--- src/hdl/bcfa_pkg.sv ---
// Shared types and constants for the BCD clock field adjust block.
// Used by bcfa_step and bcd_clock_field_adjust; depends on nothing else.
`timescale 1ns / 1ps

package bcfa_pkg;

   // Field select codes carried in the request tuser.
   typedef enum logic [2:0] {
      OP_HOUR_TENS    = 3'd0,
      OP_HOUR_UNITS   = 3'd1,
      OP_MINUTE_TENS  = 3'd2,
      OP_MINUTE_UNITS = 3'd3,
      OP_DAY          = 3'd4,
      OP_MONTH        = 3'd5,
      OP_CENTURY      = 3'd6,
      OP_YEAR_UNITS   = 3'd7
   } op_type;

   // One time and date, all fields BCD.
   typedef struct packed {
      logic [15:0] year;
      logic [4:0]  month;
      logic [5:0]  day;
      logic [6:0]  minutes;
      logic [5:0]  hours;
   } time_type;

   localparam int unsigned DATA_WIDTH = 40;
   localparam int unsigned OP_WIDTH   = 3;

   localparam logic [5:0]  HOUR_WRAP      = 6'h23;
   localparam logic [5:0]  HOUR_TWENTY    = 6'h20;
   localparam logic [5:0]  HOUR_UNITS_TOP = 6'h22;
   localparam logic [6:0]  MINUTE_TOP     = 7'h50;
   localparam logic [5:0]  FEB_LEAP       = 6'h29;
   localparam logic [5:0]  FEB_PLAIN      = 6'h28;
   localparam logic [5:0]  MONTH_BASE     = 6'h30;
   localparam logic [7:0]  CENTURY_20     = 8'h20;
   localparam logic [7:0]  YEAR_UNITS_TOP = 8'h99;
   localparam logic [4:0]  MONTH_TOP      = 5'h12;
   localparam logic [4:0]  MONTH_SEPT     = 5'h09;
   localparam logic [4:0]  MONTH_OCT      = 5'h10;
   localparam logic [4:0]  MONTH_FEB      = 5'h02;
   localparam logic [3:0]  DIGIT_NINE     = 4'd9;

   // Leap rule: low three digits 000, or last two digits divisible by four
   // but not 00. Ten times the tens digit is 2*tens modulo four.
   function automatic logic leap_year(input logic [15:0] y);
      logic [1:0] rem;
      rem = y[1:0] + {y[4], 1'b0};
      if (y[11:0] == 12'h000)
         return 1'b1;
      return (rem == 2'd0) && (y[7:0] != 8'h00);
   endfunction

   function automatic logic [5:0] month_length(input logic [4:0] m,
                                               input logic [15:0] y);
      if (m == MONTH_FEB)
         return leap_year(y) ? FEB_LEAP : FEB_PLAIN;
      if (m < 5'd8)
         return MONTH_BASE | {5'd0, m[0]};
      return MONTH_BASE | {5'd0, ~m[0]};
   endfunction

endpackage

--- src/hdl/bcd_clock_field_adjust.sv ---
// From request accept to response valid: input register, then result
// register. Throughput: one request per cycle unless rsp_tready stalls,
// set by the single stepper between them; a full pipeline holds two requests.
// Reset: synchronous, active high; clears both stage valid flags, the data
// registers are not reset.
// Top level: input stage register, bcfa_step logic and output register.
// Depends on bcfa_pkg and bcfa_step.
`timescale 1ns / 1ps

module bcd_clock_field_adjust (
   input  logic        clock,
   input  logic        reset,
   input  logic        req_tvalid,
   output logic        req_tready,
   // tdata: hours[5:0], minutes[12:6], day[18:13], month[23:19], year[39:24]
   input  logic [39:0] req_tdata,
   // tuser: op[2:0]
   input  logic [2:0]  req_tuser,
   output logic        rsp_tvalid,
   input  logic        rsp_tready,
   // tdata: hours[5:0], minutes[12:6], day[18:13], month[23:19], year[39:24]
   output logic [39:0] rsp_tdata
);

   logic                 a_valid_ff, a_valid_in;
   bcfa_pkg::op_type     a_op_ff;
   bcfa_pkg::time_type   a_time_ff;
   logic                 rsp_valid_ff, rsp_valid_in;
   bcfa_pkg::time_type   rsp_time_ff;
   bcfa_pkg::time_type   step_time;
   logic                 b_ready;
   logic                 a_ready;
   logic                 a_move;

   // The output stage frees up when empty or when its response is taken.
   assign b_ready    = !rsp_valid_ff || rsp_tready;
   assign a_move     = a_valid_ff && b_ready;
   assign a_ready    = !a_valid_ff || b_ready;
   assign req_tready = a_ready;

   assign a_valid_in   = (req_tvalid && a_ready) || (a_valid_ff && !b_ready);
   assign rsp_valid_in = a_move || (rsp_valid_ff && !rsp_tready);

   always_ff @(posedge clock) begin
      if (reset) begin
         a_valid_ff   <= 1'b0;
         rsp_valid_ff <= 1'b0;
      end else begin
         a_valid_ff   <= a_valid_in;
         rsp_valid_ff <= rsp_valid_in;
      end
   end

   always_ff @(posedge clock) begin
      if (req_tvalid && a_ready) begin
         a_op_ff   <= bcfa_pkg::op_type'(req_tuser);
         a_time_ff <= req_tdata;
      end
      if (a_move) begin
         rsp_time_ff <= step_time;
      end
   end

   bcfa_step u_step (
      .op  (a_op_ff),
      .cur (a_time_ff),
      .nxt (step_time)
   );

   assign rsp_tvalid = rsp_valid_ff;
   assign rsp_tdata  = rsp_time_ff;

`ifndef NO_ASSERTIONS
   a_full_stall_blocks_req: assert property (@(posedge clock) disable iff (reset)
      (a_valid_ff && rsp_valid_ff && !rsp_tready) |-> !req_tready)
      else $error("request accepted while both stages were stalled");

   a_move_fills_rsp: assert property (@(posedge clock) disable iff (reset)
      a_move |=> rsp_valid_ff)
      else $error("input stage advanced but no response became valid");

   a_stall_keeps_item: assert property (@(posedge clock) disable iff (reset)
      (a_valid_ff && !b_ready) |=> a_valid_ff)
      else $error("stalled input stage lost its request");

   a_reset_clears: assert property (@(posedge clock)
      reset |=> (!rsp_valid_ff && !a_valid_ff))
      else $error("pipeline not empty after reset");
`endif

endmodule

--- src/hdl/bcfa_step.sv ---
// Combinational field stepper: applies the wrap rules of one selected field; a month step also clamps the day.
// Depends on bcfa_pkg for the op codes, time struct and month length.
`timescale 1ns / 1ps

module bcfa_step (
   input  bcfa_pkg::op_type   op,
   input  bcfa_pkg::time_type cur,
   output bcfa_pkg::time_type nxt
);

   always_comb begin
      logic [5:0] len;
      logic [4:0] mo;
      nxt = cur;
      len = 6'd0;
      mo  = cur.month;
      case (op)
         bcfa_pkg::OP_HOUR_TENS: begin
            if (cur.hours >= bcfa_pkg::HOUR_WRAP)
               nxt.hours = 6'd0;
            else if (cur.hours >= bcfa_pkg::HOUR_TWENTY)
               nxt.hours = {2'b00, cur.hours[3:0]};
            else
               nxt.hours = cur.hours + 6'h10;
         end
         bcfa_pkg::OP_HOUR_UNITS: begin
            if (cur.hours >= bcfa_pkg::HOUR_UNITS_TOP ||
                cur.hours[3:0] >= bcfa_pkg::DIGIT_NINE)
               nxt.hours = {cur.hours[5:4], 4'd0};
            else
               nxt.hours = cur.hours + 6'd1;
         end
         bcfa_pkg::OP_MINUTE_TENS: begin
            if (cur.minutes >= bcfa_pkg::MINUTE_TOP)
               nxt.minutes = {3'd0, cur.minutes[3:0]};
            else
               nxt.minutes = cur.minutes + 7'h10;
         end
         bcfa_pkg::OP_MINUTE_UNITS: begin
            if (cur.minutes[3:0] >= bcfa_pkg::DIGIT_NINE)
               nxt.minutes = {cur.minutes[6:4], 4'd0};
            else
               nxt.minutes = cur.minutes + 7'd1;
         end
         bcfa_pkg::OP_DAY: begin
            len = bcfa_pkg::month_length(cur.month, cur.year);
            if (cur.day >= len)
               nxt.day = 6'd1;
            else if (cur.day[3:0] >= bcfa_pkg::DIGIT_NINE)
               nxt.day = cur.day + 6'd7;
            else
               nxt.day = cur.day + 6'd1;
         end
         bcfa_pkg::OP_MONTH: begin
            if (cur.month == bcfa_pkg::MONTH_SEPT)
               mo = bcfa_pkg::MONTH_OCT;
            else if (cur.month >= bcfa_pkg::MONTH_TOP)
               mo = 5'd1;
            else
               mo = cur.month + 5'd1;
            nxt.month = mo;
            // The day is clamped against the length of the new month.
            len = bcfa_pkg::month_length(mo, cur.year);
            if (cur.day >= len)
               nxt.day = len;
         end
         bcfa_pkg::OP_CENTURY: begin
            if (cur.year[15:8] == bcfa_pkg::CENTURY_20)
               nxt.year = cur.year + 16'h0100;
            else
               nxt.year = cur.year - 16'h0100;
         end
         bcfa_pkg::OP_YEAR_UNITS: begin
            if (cur.year[7:0] == bcfa_pkg::YEAR_UNITS_TOP)
               nxt.year = {cur.year[15:8], 8'h00};
            else if (cur.year[3:0] >= bcfa_pkg::DIGIT_NINE)
               nxt.year = cur.year + 16'd7;
            else
               nxt.year = cur.year + 16'd1;
         end
         default: begin
            nxt = cur;
         end
      endcase
   end

endmodule
--- config.mk ---
export PLATFORM = sky130hd
export DESIGN_NAME = bcd_clock_field_adjust
export DESIGN_NICKNAME = d
export VERILOG_FILES = /design/src/hdl/bcfa_pkg.sv /design/src/hdl/bcd_clock_field_adjust.sv /design/src/hdl/bcfa_step.sv
export SDC_FILE = /design/constraint.sdc
export NUM_CORES = 1
export LEC_CHECK = 0
export ABC_CLOCK_PERIOD_IN_PS = 6000
export BUFFER_PORTS_ARGS = -buffer_cell sky130_fd_sc_hd__buf_4
export CAP_MARGIN = 30
export CORE_MARGIN = 8
export CORE_UTILIZATION = 55
export DETAILED_ROUTE_END_ITERATION = 10
export PLACE_DENSITY = 0.91
export SLEW_MARGIN = 0
export SYNTH_ARGS = -nofsm -noshare
export SYNTH_HDL_FRONTEND = slang
export SYNTH_SLANG_ARGS = --single-unit
--- constraint.sdc ---
create_clock -name clock -period 6 [get_ports clock]
set_clock_uncertainty 0.15 [all_clocks]
set_input_delay 0.6 -clock clock [delete_from_list [all_inputs] [get_ports clock]]
set_output_delay 0.6 -clock clock [all_outputs]
set_load 0.01 [all_outputs]
==> reports/metrics.csv <==
stage,metric,value,unit
sta,Setup-failing EPs final,0,
cts,CTS buffer count,9,
cells_and_area,final net count,597,
cts,CTS tree,yes,
synth,asr flop ratio synth,0,
worst_hold_path,Min-Delay Path Depth,2,
setup_path,Reg2Reg Setup Slack,2.31,ns
sta,Achievable Freq,271,MHz
grt,GRT overflow,0,
power_and_ir_drop,NetSw,0.344,mW
drt,First DRT Iteration DRCs,176,
cts,Worst-path clk slew,0.09,ns
grt,Total GRT Usage,0.184,
floorplan,Die Y,109,um
power_and_ir_drop,register share of total power,0.564,
worst_hold_path,Worst Hold Class,in -> reg,
setup_path,CP Data Required Time,5.96,ns
cells_and_area,register area,2530,sq um
sta,Fin Setup TNS,0,ns
grt,met3 Use GR,0.0390,
synth,Synth area leader,edfxtp_1,
power_and_ir_drop,worst vdd ir,192,uV
grt,met2 usage,0.328,
grt,antenna violations before repair,0,
sta,Max Slew Vio Count,0,
place,Placed Cells,620,
worst_hold_path,hold path startpoint,reset,
synth,Synth top area share,0.524,
setup_path,FF-to-FF End,rsp_tdata[16],
synth,Ys Warns,0,
drt,final WL,10.8,mm
place,input/output buffers,88,
power_and_ir_drop,Comb power frac,0.141,
grt,grt met1 use,0.206,
drt,Routed Antenna Nets,0,
synth,most frequent cell after synthesis,edfxtp_1,
drt,vias per inst,5.92,
power_and_ir_drop,Pwr Total,1.29,mW
floorplan,num rows,34,
cts,CTS sink cnt,85,
drt,1st-pass router iterations,4,
grt,pin count of the biggest net entering global routing,44,
synth,number of synthesized flops with an enable pin,83,
synth,ys flop type,edfxtp_1,
cells_and_area,Layout Cells excl Fill,637,
floorplan,Die Area,11900,sq um
cells_and_area,share of layout cells above drive strength 1,0.233,
sta,unrepaired setup endpoints after global routing,no,
cts,Resize count post-CTS,0,
place,post-DP HPWL,7.91,mm
grt,first-pass GRT wire length,17.2,mm
sta,Rel. slew slack,0.480,
synth,largest cells by area after synthesis,"edfxtp_1 (52%), ha_1 (6.3%), o21ai_0 (4.0%), nand2_1 (3.4%), nor2_1 (2.4%)",
setup_path,crit-path max FO,8,
setup_path,reg2reg path depth,13,
cells_and_area,Filler cells,634,
synth,number of library cell types mapped by synthesis,61,
synth,sequential area share after synthesis,0.533,
grt,gr busiest metal,met2,
cts,clock latency on the worst-skew pair,0.35,ns
power_and_ir_drop,clock power share,0.295,
worst_hold_path,hold path endpoint,a_valid_ff,
sta,minimum clock period,3.69,ns
sta,actual transition at the worst max-transition pin,0.779,ns
power_and_ir_drop,P_leak,2.23,nW
cts,Post-CTS Setup Inserts,0,
drt,number of vias in the routed layout,3770,
setup_path,CP Capture Type,flop,
floorplan,die width,109,um
sta,hold slack,0.251,ns
floorplan,Initial Util,0.556,
power_and_ir_drop,Sw Share,0.267,
synth,synthesized flop and latch total,85,
synth,"Avg Cell Area, Syn",10.9,sq um
setup_path,"Data arrival, critical path",3.65,ns
setup_path,R2R Path Start,a_time_ff[19],
cts,Clock Tree Buf Depth,2,
power_and_ir_drop,Cell Int Power,0.947,mW
run,max-cap violations,0,
setup_path,Worst Setup Start Kind,flop,
synth,Synth top cells by count,"edfxtp_1 (83), nand2_1 (43), o21ai_0 (38), nor2_1 (30), inv_1 (26)",
drt,Post-route DRC,0,
drt,Wirelength per Cell,16.9,um
setup_path,Setup CP Type,reg -> reg,
synth,Synth Net Count,510,
floorplan,core area,8550,sq um
cells_and_area,post-layout utilization of the core,0.670,
synth,Cells after Synth,437,
cells_and_area,Multi-input gate area,2070,sq um
cts,CTS Root Cell,clkbuf_8,
grt,vias in the first global route,3683,
place,RD Place Congestion,0.889,
cts,hold_buf cts,0,
synth,Netlist Area Pre-Place,4750,sq um
power_and_ir_drop,cell area power density,225,nW/um^2
floorplan,Top-Level Pins,89,
outcome,status,completed,
cells_and_area,n_diodes,0,
cells_and_area,Area Growth Syn to Fin,20.6,%
sta,period utilization,0.615,
cts,H-tree levels,3,
sta,Final Hold Vio Count,0,
[area by class of cell]
| type | count | area share |
|---|---|---|
| clock inverters | 5 | 0.00742 |
| multi-input cells | 311 | 0.361 |
| repair buffers | 90 | 0.124 |
| inverters | 27 | 0.0177 |
| clock buffers | 11 | 0.0247 |
| well taps | 108 | 0.0236 |
| flip-flops and latches | 85 | 0.442 |
[metal layers]
| metal | part of all wire | wire (um) | vias to the layer above |
|---|---|---|---|
| met4 | 0.020 | 211 | 0 |
| met5 | 0 | 0 | - |
| met1 | 0.39 | 4190 | 1783 |
| li1 | - | - | 1818 |
| met2 | 0.53 | 5700 | 146 |
| met3 | 0.063 | 677 | 23 |
[per-stage QoR]
step,setup WS (ns),instance area [sq um]
6_report,2.31,5730
5_1_grt,2.07,5730
4_1_cts,2.34,5710
3_5_place_dp,2.34,5530
3_3_place_gp,2.47,5500
2_1_floorplan,2.67,4750
[state kept, by name, indices dropped and copies added, names as in the netlist]
signal,cells
a_time_ff,40
a_op_ff,3
rsp_tvalid,1
rsp_tdata,40
a_valid_ff,1
[worst max path at each step]
stage	from	end	slack (ns)	depth (start not counted)
floorplan	a_time_ff[19]	rsp_tdata[16]	2.67	13
global placement	a_time_ff[19]	rsp_tdata[16]	2.47	13
detailed placement	a_time_ff[19]	rsp_tdata[16]	2.34	13
CTS	a_time_ff[19]	rsp_tdata[16]	2.34	13
global route	a_time_ff[19]	rsp_tdata[16]	2.07	13
finish	a_time_ff[19]	rsp_tdata[16]	2.31	13
[power by group through the flow]
stage | Sequential [mW] | Clock, mW | Combinational (mW)
floorplan | 0.732 | 0 | 0.108
global placement | 0.739 | 0 | 0.170
detailed placement | 0.741 | 0 | 0.179
CTS | 0.727 | 0.386 | 0.180
global route | 0.733 | 0.415 | 0.201
finish | 0.728 | 0.381 | 0.183
[layout by cell type (no fill, tap or decap), types with 3 or more instances in the layout]
cell	synthesis	layout
nor3b_1	7	7
nor2b_1	5	4
o41a_1	3	3
a21o_1	3	3
mux2i_1	6	6
nor2_1	30	30
o21ba_2	3	3
or2_2	5	5
a21oi_1	22	22
buf_4	0	88
clkbuf_8	0	10
nand2_1	43	43
ha_1	24	24
nor3_1	11	11
o31ai_1	5	5
o211ai_1	6	6
edfxtp_1	83	83
nand3_1	16	16
inv_1	26	26
xnor2_1	6	6
o21ai_0	38	38
o22ai_1	4	4
nand2b_1	7	7
o21a_1	3	3
xor2_1	3	3
and2_1	7	6
a31oi_1	6	6
nand3b_1	3	3
[cells by family after synthesis]
family          share of synthesized area
mux                                0.0174
buf+inv                            0.0332
compound gates                      0.162
flops                               0.533
simple gates                        0.166
fa+ha+maj                          0.0716
xor+xnor                           0.0166
[worst max-delay path: stages (launching register included)]
cell      delay [ns]
edfxtp_1        0.50
inv_1           0.14
ha_1            0.23
or3_1           0.36
o21ai_1         0.22
o221ai_1        0.22
o21ba_2         0.29
a31oi_1         0.04
ha_1            0.28
nor4b_1         0.26
o21ai_0         0.17
nand3_1         0.14
nor3_1          0.06
a2111o_1        0.38
(Power assumes the default switching activity.)
